==> config.mk <==
export PLATFORM = sky130hd
export DESIGN_NAME = concat_inner_code_decoder
export DESIGN_NICKNAME = d
export VERILOG_FILES = /design/src/hdl/cicd_pkg.sv /design/src/hdl/cicd_decode.sv /design/src/hdl/concat_inner_code_decoder.sv
export SDC_FILE = /design/constraint.sdc
export NUM_CORES = 1
export LEC_CHECK = 0
export BUFFER_PORTS_ARGS = -buffer_cell sky130_fd_sc_hd__buf_2
export CORE_MARGIN = 3
export CORE_UTILIZATION = 63
export CTS_BUF_LIST = sky130_fd_sc_hd__clkbuf_16
export CTS_CLUSTER_SIZE = 28
export DETAILED_ROUTE_END_ITERATION = 8
export PLACE_DENSITY = 0.87
export SLEW_MARGIN = 30
export SYNTH_ARGS = -nofsm -noshare
export SYNTH_HDL_FRONTEND = slang
export SYNTH_SLANG_ARGS = --single-unit
==> constraint.sdc <==
create_clock -name clock -period 10.2 [get_ports clock]
set_input_delay 1.02 -clock clock [delete_from_list [all_inputs] [get_ports clock]]
set_output_delay 1.02 -clock clock [all_outputs]
set_load 0.01 [all_outputs]
==> src/hdl/cicd_pkg.sv <==
// Shared types and constants for the concatenated inner-code block decoder.
`timescale 1ns / 1ps

package cicd_pkg;

   // Physical qubits held in one block word
   localparam int MAX_QUBITS = 64;
   localparam int FLIP_W     = 64;
   localparam logic [FLIP_W-1:0] QUBIT_MASK =
      (MAX_QUBITS >= FLIP_W) ? {FLIP_W{1'b1}} : ((FLIP_W'(1) << MAX_QUBITS) - FLIP_W'(1));

   // Shor block side: 4-bit register, so up to 15
   localparam int SIDE_W     = 4;
   localparam int SIDE_COUNT = 1 << SIDE_W;
   localparam logic [SIDE_W-1:0] SHOR_SIDE_RESET = 4'd3;

   // Configuration port
   localparam int CSR_INDEX_W = 2;
   localparam int CSR_DATA_W  = 4;
   localparam logic [CSR_INDEX_W-1:0] CSR_CODE_MODE = 2'd0;
   localparam logic [CSR_INDEX_W-1:0] CSR_SHOR_SIDE = 2'd1;

   typedef enum logic [1:0] {
      MODE_SHOR_X = 2'd0,
      MODE_SHOR_Z = 2'd1,
      MODE_STEANE = 2'd2,
      MODE_FOUR22 = 2'd3
   } code_mode_type;

   typedef struct packed {
      logic [FLIP_W-1:0] qubit_flips;
      logic              prior_flip;
   } req_word_type;

   typedef struct packed {
      logic              logical_flip;
      logic [FLIP_W-1:0] corrected_flips;
   } rsp_word_type;

endpackage

==> src/hdl/cicd_decode.sv <==
// Combinational decode of one block word for all four inner codes.
`timescale 1ns / 1ps

module cicd_decode
   import cicd_pkg::*;
(
   input  req_word_type      in_word,
   input  code_mode_type     code_mode,
   input  logic [SIDE_W-1:0] shor_side,
   output rsp_word_type      out_word
);

   localparam int IDX_W = 8;          // holds j + side*k for side up to 15
   localparam int QIDX_W = $clog2(FLIP_W);

   // Parity of per-block majorities (X) and majority over per-block parities (Z) for a fixed side
   function automatic logic [1:0] shor_vote(input logic [FLIP_W-1:0] q,
                                            input logic [SIDE_W-1:0] side);
      logic              vote_x;
      logic [SIDE_W-1:0] odd;
      logic [SIDE_W-1:0] cnt;
      logic              par;
      logic [IDX_W-1:0]  idx;
      vote_x = 1'b0;
      odd    = '0;
      for (int k = 0; k < SIDE_COUNT - 1; k++) begin
         cnt = '0;
         par = 1'b0;
         for (int j = 0; j < SIDE_COUNT - 1; j++) begin
            idx = IDX_W'(j) + IDX_W'(side) * IDX_W'(k);
            if ((j < int'(side)) && (int'(idx) < MAX_QUBITS)) begin
               cnt = cnt + {{(SIDE_W-1){1'b0}}, q[idx[QIDX_W-1:0]]};
               par = par ^ q[idx[QIDX_W-1:0]];
            end
         end
         if (k < int'(side)) begin
            if (cnt > (side >> 1))
               vote_x = ~vote_x;
            odd = odd + {{(SIDE_W-1){1'b0}}, par};
         end
      end
      return {vote_x, (odd > (side >> 1))};
   endfunction

   logic [FLIP_W-1:0]     q_in;
   logic [SIDE_COUNT-1:0] x_by_side;
   logic [SIDE_COUNT-1:0] z_by_side;

   assign q_in = in_word.qubit_flips & QUBIT_MASK;

   // One fixed vote network per block side; side zero has no blocks
   assign x_by_side[0] = 1'b0;
   assign z_by_side[0] = 1'b0;
   for (genvar s = 1; s < SIDE_COUNT; s++) begin : g_side
      assign {x_by_side[s], z_by_side[s]} = shor_vote(q_in, SIDE_W'(s));
   end

   // Mode select, Steane and 4-2-2 correction
   always_comb begin
      logic [2:0]        syn;
      logic [1:0]        chk;
      logic [FLIP_W-1:0] q;
      q   = q_in;
      syn = '0;
      chk = '0;
      out_word.logical_flip = 1'b0;
      unique case (code_mode)
         MODE_SHOR_X: begin
            out_word.logical_flip = x_by_side[shor_side];
         end
         MODE_SHOR_Z: begin
            out_word.logical_flip = z_by_side[shor_side];
         end
         MODE_STEANE: begin
            syn = {^q_in[6:3], q_in[1] ^ q_in[2] ^ q_in[5] ^ q_in[6],
                   q_in[0] ^ q_in[2] ^ q_in[4] ^ q_in[6]};
            if (syn != 3'd0)
               q = q_in ^ (FLIP_W'(1) << (syn - 3'd1));
            out_word.logical_flip = in_word.prior_flip ^ (^q[6:0]);
         end
         MODE_FOUR22: begin
            chk = {q_in[0] ^ q_in[1], q_in[0] ^ q_in[2]};
            unique case (chk)
               2'b01:   q[2] = ~q_in[2];
               2'b10:   q[1] = ~q_in[1];
               2'b11:   q[0] = ~q_in[0];
               default: q    = q_in;
            endcase
            out_word.logical_flip = in_word.prior_flip ^ q[0] ^ q[1];
         end
         default: out_word.logical_flip = 1'b0;
      endcase
      out_word.corrected_flips = q & QUBIT_MASK;
   end

endmodule

==> src/hdl/concat_inner_code_decoder.sv <==
// Top level: input register, decode, result register and configuration registers.
`timescale 1ns / 1ps
// Pipeline: a word accepted into the input register is decoded there and is offered on rsp
// once it moves into the result register.
// Throughput: one word per cycle while rsp_ready stays high; a stalled result
// register holds the input register, so the block fills two words deep.
// Reset (synchronous, active high) empties both stages and sets code_mode to
// Steane and shor_side to 3.

module concat_inner_code_decoder
   import cicd_pkg::*;
(
   input  logic                   clock,
   input  logic                   reset,
   input  logic                   req_valid,
   output logic                   req_ready,
   input  req_word_type           req_word,
   output logic                   rsp_valid,
   input  logic                   rsp_ready,
   output rsp_word_type           rsp_word,
   input  logic                   csr_valid,
   output logic                   csr_ready,
   input  logic [CSR_INDEX_W-1:0] csr_index,
   input  logic [CSR_DATA_W-1:0]  csr_data
);

   code_mode_type     code_mode_ff, code_mode_in;
   logic [SIDE_W-1:0] shor_side_ff, shor_side_in;
   logic              in_valid_ff, in_valid_in;
   req_word_type      in_word_ff;
   logic              rsp_valid_ff, rsp_valid_in;
   rsp_word_type      rsp_word_ff;
   rsp_word_type      dec_word;
   logic              advance;

   // Configuration writes are always taken
   assign csr_ready = 1'b1;

   always_comb begin
      code_mode_in = code_mode_ff;
      shor_side_in = shor_side_ff;
      if (csr_valid) begin
         if (csr_index == CSR_CODE_MODE)
            code_mode_in = code_mode_type'(csr_data[1:0]);
         else if (csr_index == CSR_SHOR_SIDE)
            shor_side_in = csr_data[SIDE_W-1:0];
      end
   end

   // Stage handshake: the input stage moves whenever the result slot frees
   assign advance     = ~rsp_valid_ff | rsp_ready;
   assign req_ready   = ~in_valid_ff | advance;
   assign in_valid_in = (in_valid_ff & ~advance) | req_valid;
   assign rsp_valid_in = advance ? in_valid_ff : rsp_valid_ff;

   cicd_decode u_decode (
      .in_word   (in_word_ff),
      .code_mode (code_mode_ff),
      .shor_side (shor_side_ff),
      .out_word  (dec_word)
   );

   always_ff @(posedge clock) begin
      if (reset) begin
         code_mode_ff <= MODE_STEANE;
         shor_side_ff <= SHOR_SIDE_RESET;
         in_valid_ff  <= 1'b0;
         rsp_valid_ff <= 1'b0;
      end else begin
         code_mode_ff <= code_mode_in;
         shor_side_ff <= shor_side_in;
         in_valid_ff  <= req_ready ? in_valid_in : in_valid_ff;
         rsp_valid_ff <= rsp_valid_in;
      end
      if (req_valid && req_ready)
         in_word_ff <= req_word;
      if (advance && in_valid_ff)
         rsp_word_ff <= dec_word;
   end

   assign rsp_valid = rsp_valid_ff;
   assign rsp_word  = rsp_word_ff;

   // Checks
   a_reset_cfg: assert property (@(posedge clock)
      reset |=> (code_mode_ff == MODE_STEANE) && (shor_side_ff == SHOR_SIDE_RESET))
      else $error("configuration not at reset values after reset");

   a_ready_empty: assert property (@(posedge clock) disable iff (reset)
      !in_valid_ff |-> req_ready)
      else $error("input stage empty but not ready");

   a_moves_on: assert property (@(posedge clock) disable iff (reset)
      (in_valid_ff && advance) |=> rsp_valid_ff)
      else $error("decoded word lost on its way to the result register");

   a_single_fix: assert property (@(posedge clock) disable iff (reset)
      in_valid_ff |-> ($countones(dec_word.corrected_flips ^
                                  (in_word_ff.qubit_flips & QUBIT_MASK)) <= 1))
      else $error("correction touched more than one qubit");

   a_shor_no_fix: assert property (@(posedge clock) disable iff (reset)
      (in_valid_ff && (code_mode_ff == MODE_SHOR_X || code_mode_ff == MODE_SHOR_Z))
      |-> (dec_word.corrected_flips == (in_word_ff.qubit_flips & QUBIT_MASK)))
      else $error("Shor mode changed the block bits");

endmodule
# Yosys cells after proc, flatten, opt, wreduce, memory -nomap -nowiden
# Index checks and enable logic that the tools add are counted.
# W data, S select, Z words.
[classes] mux=91 shifts=1 bitwise=450 n_reduce_logical=9 add_sub_neg=430 order_cmp=93 eq_ne=7
[ops] operator="$add A4 B1 Y4" count=374
[ops] operator="$xor A1 B1 Y1" count=375
[ops] operator="$gt A4 B3 Y1 const B" count=57
[ops] operator="$mux W64" count=2
[ops] operator="$pmux W64 S2" count=1
[ops] operator="$add A1 B1 Y2" count=55
[ops] operator="$gt A4 B2 Y1 const B" count=26
[ops] operator="$mux W1" count=85
[ops] operator="$not A1 Y1" count=70
[ops] operator="$shl A1 B3 Y64 const A" count=1
[ops] operator="$xor A64 B64 Y64" count=1
[ops] operator="$gt A4 B1 Y1 const B" count=6
[ops] operator="$bmux W1 S4" count=2
[ops] operator="$eq A2 B2 Y1 const B" count=4
[ops] operator="$reduce_xor A7 Y1" count=1
[ops] operator="$eq A2 B1 Y1 const B" count=3
[ops] operator="$lt A4 B5 Y1 const B" count=1
[ops] operator="$logic_not A2 Y1" count=2
[ops] operator="$pmux W1 S4" count=1
[ops] operator="$reduce_xor A4 Y1" count=1
[ops] operator="$gt A1 B3 Y1 const B" count=1
[ops] operator="$or A1 B1 Y1" count=3
[ops] operator="$reduce_and A3 Y1" count=1
[ops] operator="$reduce_bool A3 Y1" count=1
[ops] operator="other kinds (6)" count=7
[totals] input_bits=76 ff_bits=138

# Depth between registers and ports, before layout
# Gate-level depths: netlist of run 1.
[depth] word_depth=27 mapped_depth=29 mapped_depth_nobuf=28

# Cells and area by module
# Synthesis of run 1 repeated with hierarchy kept, for this count alone.
[unflattened] cells_unflattened=1612 area_unflattened_um2=17256.6
[by_module_without_submodules] module="cicd_decode" n_inst=1 cells_per_inst=1443 area_each_um2=12983.7
[by_module_without_submodules] module="concat_inner_code_decoder" n_inst=1 cells_per_inst=169 area_each_um2=4272.8

# Least setup slack after synthesis of run 1
# No wires, ideal clock.
[synth_path] kind="reg-to-reg" start="register in_word_ff[3] (netlist name)" end="register rsp_word_ff, in the netlist rsp_word[64] (data pin)" stages_incl_launch_ff=30 path_slack_ns=3.078 t_required_ns=10.033 t_arrival_ns=6.955 synth_period_minus_slack_ns=7.122 setup_time_ns=0.167 path_cell_list="edfxtp_1 clkbuf_1 inv_1 fa_1 inv_1 ha_1 ha_1 ha_1 ha_1 ha_1 ha_1 ha_1 ha_1 ha_1 ha_1 inv_1 fa_1 inv_1 fa_1 inv_1 fa_1 nor4b_1 a41oi_1 o21ai_0 o21ai_0 a21oi_1 o21ai_0 nand2_1 o21ai_0 a211oi_1"
[synth_lines] item="from (decl)" line_no="concat_inner_code_decoder.sv:30" source="req_word_type in_word_ff;"
[synth_lines] item="from (signal assigned)" line_no="concat_inner_code_decoder.sv:76" source="in_word_ff <= req_word;"
[synth_lines] item="to (signal assigned)" line_no="concat_inner_code_decoder.sv:78" source="rsp_word_ff <= dec_word;"
[synth_lines] item="to (decl)" line_no="concat_inner_code_decoder.sv:32" source="rsp_word_type rsp_word_ff;"

==> results of run 1 <==
logic make-up (layout without fill, tap and decap cells):
| kind of cell | Yosys count | count (layout) | synth area share, % |
|---|---|---|---|
| XOR/XNOR | 254 | 254 | 13.0 |
| flip-flops | 138 | 138 | 22.4 |
| AO/OA/AOI/OAI | 199 | 199 | 6.85 |
| other | 1 | 1 | 0.0207 |
| buffers and inverters | 450 | 553 | 9.38 |
| AND/OR/NAND/NOR | 167 | 167 | 4.47 |
| adder cells (fa/ha/maj) | 491 | 491 | 43.1 |
| multiplexers | 14 | 14 | 0.855 |
how the worst max path moves through the flow:
stage,start,to,slack [ns],cells past startpoint
floorplan,in_word_ff[3],rsp_word[64],3.08,29
global placement,in_word_ff[3],rsp_word[64],2.74,28
detailed placement,in_word_ff[1],rsp_word[64],2.46,28
CTS,in_word_ff[3],rsp_word[64],2.43,28
global route,in_word_ff[3],rsp_word[64],1.96,28
finish,in_word_ff[3],rsp_word[64],2.44,28
metal layers:
layer  up-vias  GRT usage [%]
met3        80           5.71
met1      5938           33.3
met5         -              0
met2       396           46.6
met4         0           10.9
li1       5604              -
sequential cells by signal (all words and copies together) (netlist names):
signal	count
rsp_valid	1
in_valid_ff	1
in_word_ff	65
shor_side_ff	4
code_mode_ff	2
rsp_word	65
Yosys cell counts (all sizes together), types with 5 or more instances:
library cell  number
inv              377
ha               267
fa               223
xnor2            187
edfxtp           130
a21oi             71
clkbuf            69
xor2              61
nor2              50
o21ai             44
nand2             42
a31oi             15
nor2b             15
a21o              11
mux2i             11
nand3             11
nor3              11
a211oi            10
dfxtp              8
and2               7
and3               7
nand2b             7
a221oi             6
a31o               6
a311oi             5
power by group through the flow:
stage          Sequential (mW)  Clock [mW]  Combinational (mW)
2_1_floorplan            0.708           0                2.64
3_3_place_gp             0.718           0                3.20
3_5_place_dp             0.719           0                3.41
4_1_cts                  0.708       0.688                3.45
5_1_grt                  0.713       0.711                3.91
6_report                 0.708       0.677                3.48
worst max-delay path, delay by kind of cell (launching register included):
kind,cells,cell delay (ns)
fa+ha+maj,14,5.27
compound gates,7,0.94
flops,1,0.63
buf+inv,5,0.42
simple gates,2,0.35
layout make-up:
class	count	area, µm²	area share, %
clock inverter	14	204	1.03
timing repair buffer	144	738	3.74
multi-input combinational	1126	12400	62.8
tap	378	473	2.40
inverter	378	1420	7.20
sequential	138	4060	20.6
clock buffer	17	425	2.16
per-stage QoR:
stage	hold slack [ns]	area (µm²)	std cells	total power [mW]	util [%]
6_report	0.523	19700	2195	4.86	70.2
5_1_grt	0.569	19700	2195	5.34	70.2
4_1_cts	0.526	19700	2194	4.85	70.1
3_5_place_dp	0.518	19100	2163	4.13	67.9
3_3_place_gp	0.508	19100	2163	3.91	67.9
2_1_floorplan	0.478	18100	1714	3.34	-
==> flow_summary.yaml, run 1 <==
die:
  start_util_pct: 64.6
  die-height_um: 176
  rows: 61
  dieArea_mm2: 0.0309
  die_x_um: 176
  core_region_area_mm2: 0.0281
  ios: 144
worst_hold_path:
  hold_class: "flip-flop to flip-flop"
  hold_depth: 2
  hold_path_end: "rsp_valid"
  hold_start: "in_valid_ff"
clock_network:
  postCtsSetupBuffers: 0
  cts-resized-gates: 0
  clockBufferDepth: 2
  clkTransAtPathRegs_ns: 0.06
  numCtsBuffers: 17
  insertion_delay_ns: 0.45
  root_buffer: "clkbuf_16"
  cts.sink_count: 138
  cts_tree: "yes"
  postCtsHoldBufs: 0
  htreeDepth: 4
synthesis:
  synth-edff-count: 130
  syn_nets: 2280
  yosysWarnings: 0
  ys_async_sr_fraction_pct: 0
  yosys.area.top_type: "fa_1"
  synth_top_area_share_pct: 24.6
  ys_seq_area_share_pct: 22.4
  syn_area_mm2: 0.0181
  syn_area_per_cell_um2: 10.6
  ys_ff_latch: 138
  ys_types: 65
  syn_inst: 1714
  synthTopCellsByArea: "fa_1 (25%), edfxtp_1 (22%), ha_1 (18%), xnor2_1 (8.9%), inv_1 (7.8%)"
  ys.flop_type: "edfxtp_1"
power:
  power_switching_mw: 2.20
  peakVddDrop_uv: 182
  seq_power_share_pct: 14.6
  cellPowerDensity_mw_per_mm2: 247
  intPower_mw: 2.66
  combPwrFrac_pct: 71.5
  power_leakage_nw: 9.44
  clockPowerShare_pct: 13.9
  p_sw_share_pct: 45.4
sta:
  rsz0062_at_grt: "false"
  skew_ns: 0.00862
  worst_slew_pin_slew_ns: 0.909
  relSlewSlack_pct: 39.4
  fmax_ghz: 0.129
  setup_viol_count_final: 0
  setup_ws_ns: 2.44
  period_share_pct: 76.1
  hold_viol_final: 0
  period_minus_slack_ns: 7.76
  report.final.slew_viol_count: 0
  finalSetupTns_ns: 0
finish:
  final_common_cell: "inv_1"
  nets: 2371
  final_cell_mix: "inv_1 (378), ha_1 (267), fa_1 (223), xnor2_1 (185), buf_2 (142)"
  n_antenna_cell: 0
  area_delta_synth_final_pct: 8.64
  fillers: 1942
  drive_gt1_share_pct: 10.8
routing:
  wl_met3_um: 2570
  highest_layer: "met4"
  ant_nets: 0
  drt_wl_total_um: 39600
  vias: 12000
  wl_met2_um: 19800
  wire_per_inst_um: 18.0
  viasPerCell: 5.48
  drt-initial-drc-count: 886
  first_pass_iters: 5
  drc: 0
  met1Wirelength_um: 15800
worst_setup_path:
  cp_max_fo: 13
  cp_slowest_stage_delay_ns: 0.63
  worst_path_most_repeated_cell: "ha_1"
  reg2reg_depth: 28
  r2r-end: "rsp_word[64]"
  r2r_start: "in_word_ff[3]"
  rrSetupSlack_ns: 2.44
  crit_slowest_cell: "edfxtp_1"
  critical_path_class: "flip-flop to flip-flop"
  endpoint_kind: "flip-flop"
  required_ns: 10.47
  crit_arrival_ns: 8.03
  startpoint_type: "flip-flop"
global_route:
  antenna_found_initial: 0
  grt_pass1_wl_um: 65700
  grt_max_degree: 66
  groute.usage.overall_pct: 27.0
  gr-total-overflow: 0
  grt_pass1_vias: 13200
placed_design:
  gp_congestion: 0.899
  place_ws_ns: 2.46
  post-dp-hpwl_um: 32300
  numPortBuffers: 142
run:
  drv_cap: 0
run_status:
  status: "finished, final reports clean"
(Power assumes the default switching activity.)
==> inputs of run 2 (changes only) <==
- clock period: 10.2 -> 7.32 ns (I/O delays scaled with it)
==> flow_summary.yaml, run 2 (synthesis results as in run 1) <==
sta:
  hold_viol_final: 0
  setup_viol_count_final: 0
  finalSetupTns_ns: 0
  rsz0062_at_grt: "false"
  worst_slew_pin_slew_ns: 0.918
  period_minus_slack_ns: 7.03
  fmax_ghz: 0.142
  skew_ns: 0.0128
  report.final.slew_viol_count: 0
  relSlewSlack_pct: 38.8
  period_share_pct: 96.0
finish:
  final_cell_mix: "inv_1 (377), ha_1 (262), fa_1 (223), xnor2_1 (185), buf_2 (142)"
  regArea_mm2: 0.00406
  multi_input_area_mm2: 0.0124
  fillers: 1967
  n_antenna_cell: 0
  drive_gt1_share_pct: 11.3
  nets: 2375
  final_common_cell: "inv_1"
  stdcell_count: 2200
  area_delta_synth_final_pct: 8.74
global_route:
  antenna_found_initial: 0
  groute.usage.overall_pct: 27.6
  gr-total-overflow: 0
  grt_pass1_wl_um: 66500
  grt_pass1_vias: 13200
  grt_max_degree: 66
worst_setup_path:
  r2r_start: "in_word_ff[1]"
  required_ns: 7.61
  r2r-end: "rsp_word[64]"
  cp_slowest_stage_delay_ns: 0.56
  critical_path_class: "flip-flop to flip-flop"
  rrSetupSlack_ns: 0.29
  cp_max_fo: 4
  startpoint: "in_word_ff[1]"
  crit_end: "rsp_word[64]"
  crit_arrival_ns: 7.32
  crit_slowest_cell: "fa_1"
  reg2reg_depth: 28
  endpoint_kind: "flip-flop"
  startpoint_type: "flip-flop"
placed_design:
  gp_congestion: 0.930
  dp_cells: 2167
  numPortBuffers: 142
  post-dp-hpwl_um: 32900
die:
  ios: 144
  core_region_area_mm2: 0.0281
  start_util_pct: 64.6
  dieArea_mm2: 0.0309
  die-height_um: 176
  rows: 61
  die_x_um: 176
routing:
  wl_met3_um: 2600
  drt_wl_total_um: 40300
  vias: 12100
  first_pass_iters: 5
  viasPerCell: 5.52
  drc: 0
  wire_per_inst_um: 18.3
  ant_nets: 0
  highest_layer: "met4"
  met1Wirelength_um: 15900
  drt-initial-drc-count: 848
  wl_met2_um: 20200
clock_network:
  insertion_delay_ns: 0.46
  cts_tree: "yes"
  cts.sink_count: 138
  numCtsBuffers: 17
  clkTransAtPathRegs_ns: 0.07
  clockBufferDepth: 2
  htreeDepth: 4
  root_buffer: "clkbuf_16"
  postCtsSetupBuffers: 0
power:
  cellPowerDensity_mw_per_mm2: 340
  power_leakage_nw: 9.42
  peakVddDrop_uv: 268
worst_hold_path:
  hold_class: "input port to flip-flop"
run_status:
  status: "finished, final reports clean"
run:
  drv_cap: 0
==> run 2: layout make-up <==
| class | instances | area share [%] |
|---|---|---|
| Clock inverter | 13 | 0.450 |
| Tap cell | 378 | 2.40 |
| Inverter | 378 | 7.19 |
| Clock buffer | 19 | 2.41 |
| Timing Repair Buffer | 148 | 3.89 |
| Sequential cell | 138 | 20.6 |
| Multi-Input combinational cell | 1126 | 63.1 |
==> run 2: worst min-delay path by stage <==
stage                            start              to  slack, ns  cells after the start
after floorplan            in_valid_ff       rsp_valid       0.48                      2
after global placement     in_valid_ff       rsp_valid       0.51                      2
after detailed placement   in_valid_ff       rsp_valid       0.51                      2
after CTS                 req_word[19]  in_word_ff[19]       0.43                      1
after global routing      req_word[60]  in_word_ff[60]       0.43                      1
final                     req_word[21]  in_word_ff[21]       0.44                      1
==> run 2: routing by layer <==
layer | track usage [%] | vias to the layer above
met2 | 47.3 | 415
met3 | 5.40 | 91
met4 | 11.3 | 0
li1 | - | 5609
met5 | 0 | -
met1 | 34.5 | 6019
==> run 2: critical path, delay by kind of cell, from the launching register on <==
| family | cells | cell delay, ns |
|---|---|---|
| buffers and inverters | 5 | 0.34 |
| adder cells (fa/ha/maj) | 14 | 4.84 |
| AND/OR/NAND/NOR | 2 | 0.35 |
| AO/OA/AOI/OAI | 7 | 0.99 |
| flip-flops | 1 | 0.34 |
==> run 2: timing repair <==
item,4_1_cts,5_1_grt
resized for setup,1,5
endpoints found under the setup margin,1,1
hold buffers,0,0
==> run 2: report_power, final <==
part / internal [mW] / switching (mW) / total (mW)
sequential: 0.917 / 0.0673 / 0.984
combinational: 2.21 / 2.68 / 4.89
clock: 0.471 / 0.369 / 0.840
==> run 2: per-stage QoR <==
| stage | instance area, µm² | total power [mW] | util [%] | worst slack, ns | hold slack, ns |
|---|---|---|---|---|---|
| after global placement | 19100 | 5.48 | 68.0 | 0.185 | 0.508 |
| after CTS | 19700 | 6.67 | 70.0 | 0.0761 | 0.430 |
| final | 19700 | 6.71 | 70.2 | 0.290 | 0.443 |
| after floorplan | 18100 | 4.66 | - | 0.198 | 0.478 |
| after global routing | 19700 | 7.37 | 70.2 | 0.0401 | 0.433 |
| after detailed placement | 19100 | 5.77 | 68.0 | 0.0197 | 0.507 |
==> inputs of run 3 (changes only) <==
- SETUP_SLACK_MARGIN: default -> 0.4
==> flow_summary.yaml, run 3 (synthesis results as in run 1) <==
clock_network:
  htreeDepth: 4
  clockBufferDepth: 2
  numCtsBuffers: 17
  cts_tree: "yes"
  clkTransAtPathRegs_ns: 0.07
  postCtsHoldBufs: 0
  insertion_delay_ns: 0.45
  cts.sink_count: 138
  root_buffer: "clkbuf_16"
run_status:
  status: "finished, final reports clean"
routing:
  viasPerCell: 5.55
  drt-initial-drc-count: 851
  ant_nets: 0
  drc: 0
  wire_per_inst_um: 18.7
  drt_wl_total_um: 41300
  vias: 12200
  first_pass_iters: 7
worst_setup_path:
  rrSetupSlack_ns: 0.67
  startpoint: "in_word_ff[1]"
  r2r-end: "rsp_word[64]"
  worst_path_most_repeated_cell: "ha_4"
  critical_path_class: "flip-flop to flip-flop"
  path_delay_family: "adder cells"
  crit_slowest_cell: "fa_1"
  required_ns: 7.60
  cp_slowest_stage_delay_ns: 0.57
  endpoint_kind: "flip-flop"
  cp_max_fo: 4
  crit_arrival_ns: 6.93
  startpoint_type: "flip-flop"
  cp_num_buf_inv: 5
  reg2reg_depth: 28
  r2r_start: "in_word_ff[1]"
global_route:
  gr-total-overflow: 0
  grt_pass1_vias: 13600
  groute.usage.overall_pct: 28.2
  grt_max_degree: 66
  antenna_found_initial: 0
  grt_pass1_wl_um: 68500
sta:
  setup_viol_count_final: 0
  hold_viol_final: 0
  fmax_ghz: 0.150
  period_share_pct: 90.9
  report.final.slew_viol_count: 0
  skew_ns: 0.0135
  rsz0062_at_grt: "false"
  setup_ws_ns: 0.665
  relSlewSlack_pct: 37.0
  finalSetupTns_ns: 0
  period_minus_slack_ns: 6.65
  worst_slew_pin_slew_ns: 0.944
run:
  drv_cap: 0
power:
  power_leakage_nw: 9.44
  peakVddDrop_uv: 245
  cellPowerDensity_mw_per_mm2: 345
placed_design:
  post-dp-hpwl_um: 32900
  place_ws_ns: 0.0756
  numPortBuffers: 142
  dp_cells: 2167
  gp_congestion: 0.903
  dpl-instance-area_mm2: 0.0191
worst_hold_path:
  hold_path_end: "in_word_ff[64]"
  hold_depth: 1
  hold_class: "input port to flip-flop"
  hold_start: "req_word[64]"
die:
  ios: 144
  start_util_pct: 64.6
  core_region_area_mm2: 0.0281
  dieArea_mm2: 0.0309
  die-height_um: 176
  rows: 61
  die_x_um: 176
finish:
  final_cell_mix: "inv_1 (375), ha_1 (258), fa_1 (222), xnor2_1 (185), buf_2 (142)"
  area_delta_synth_final_pct: 9.36
  post-route-util_pct: 70.7
  nets: 2376
  stdcell_count: 2201
  drive_gt1_share_pct: 11.8
  final_common_cell: "inv_1"
  fin_area_mm2: 0.0198
  n_antenna_cell: 0
-- run 3: area by class of cell --
type	instances	area, µm²
Timing Repair Buffer	149	776
Inverter	378	1420
Clock buffer	17	425
Sequential cell	138	4060
Fill cell	1967	8240
Multi-Input combinational cell	1126	12500
Tap cell	378	473
Clock inverter	15	174
-- run 3: metrics by stage --
| stage | total power [mW] | hold slack [ns] |
|---|---|---|
| finish | 6.85 | 0.448 |
| global route | 7.49 | 0.441 |
| CTS | 6.77 | 0.436 |
| detailed placement | 5.78 | 0.526 |
| global placement | 5.47 | 0.504 |
| floorplan | 4.66 | 0.478 |
-- run 3: power breakdown --
part | internal [mW] | leakage (nW) | total [mW] | switching (mW)
clock | 0.535 | 0.285 | 0.902 | 0.366
combinational | 2.25 | 7.85 | 4.96 | 2.71
sequential | 0.917 | 1.31 | 0.985 | 0.0683
total | 3.70 | 9.44 | 6.85 | 3.15
-- run 3: timing repair --
| action | CTS | global route |
|---|---|---|
| endpoints found under the setup margin | 1 | 1 |
| setup buffers | 0 | 1 |
| pin swaps | 1 | 6 |
| resized for setup | 5 | 11 |
-- run 3: how the worst max path moves through the flow --
stage,endpoint,slack [ns],cells after the start
4_1_cts,rsp_word[64],0.45,28
3_3_place_gp,rsp_word[64],0.24,28
2_1_floorplan,rsp_word[64],0.45,29
6_report,rsp_word[64],0.67,28
3_5_place_dp,rsp_word[64],0.08,28
5_1_grt,rsp_word[64],0.42,28
-- run 3: layer usage --
| metal | global-route usage [%] | routed length [µm] |
|---|---|---|
| met5 | 0 | 0 |
| met4 | 11.2 | 1500 |
| met3 | 4.54 | 2500 |
| met2 | 48.7 | 20800 |
| met1 | 35.6 | 16400 |
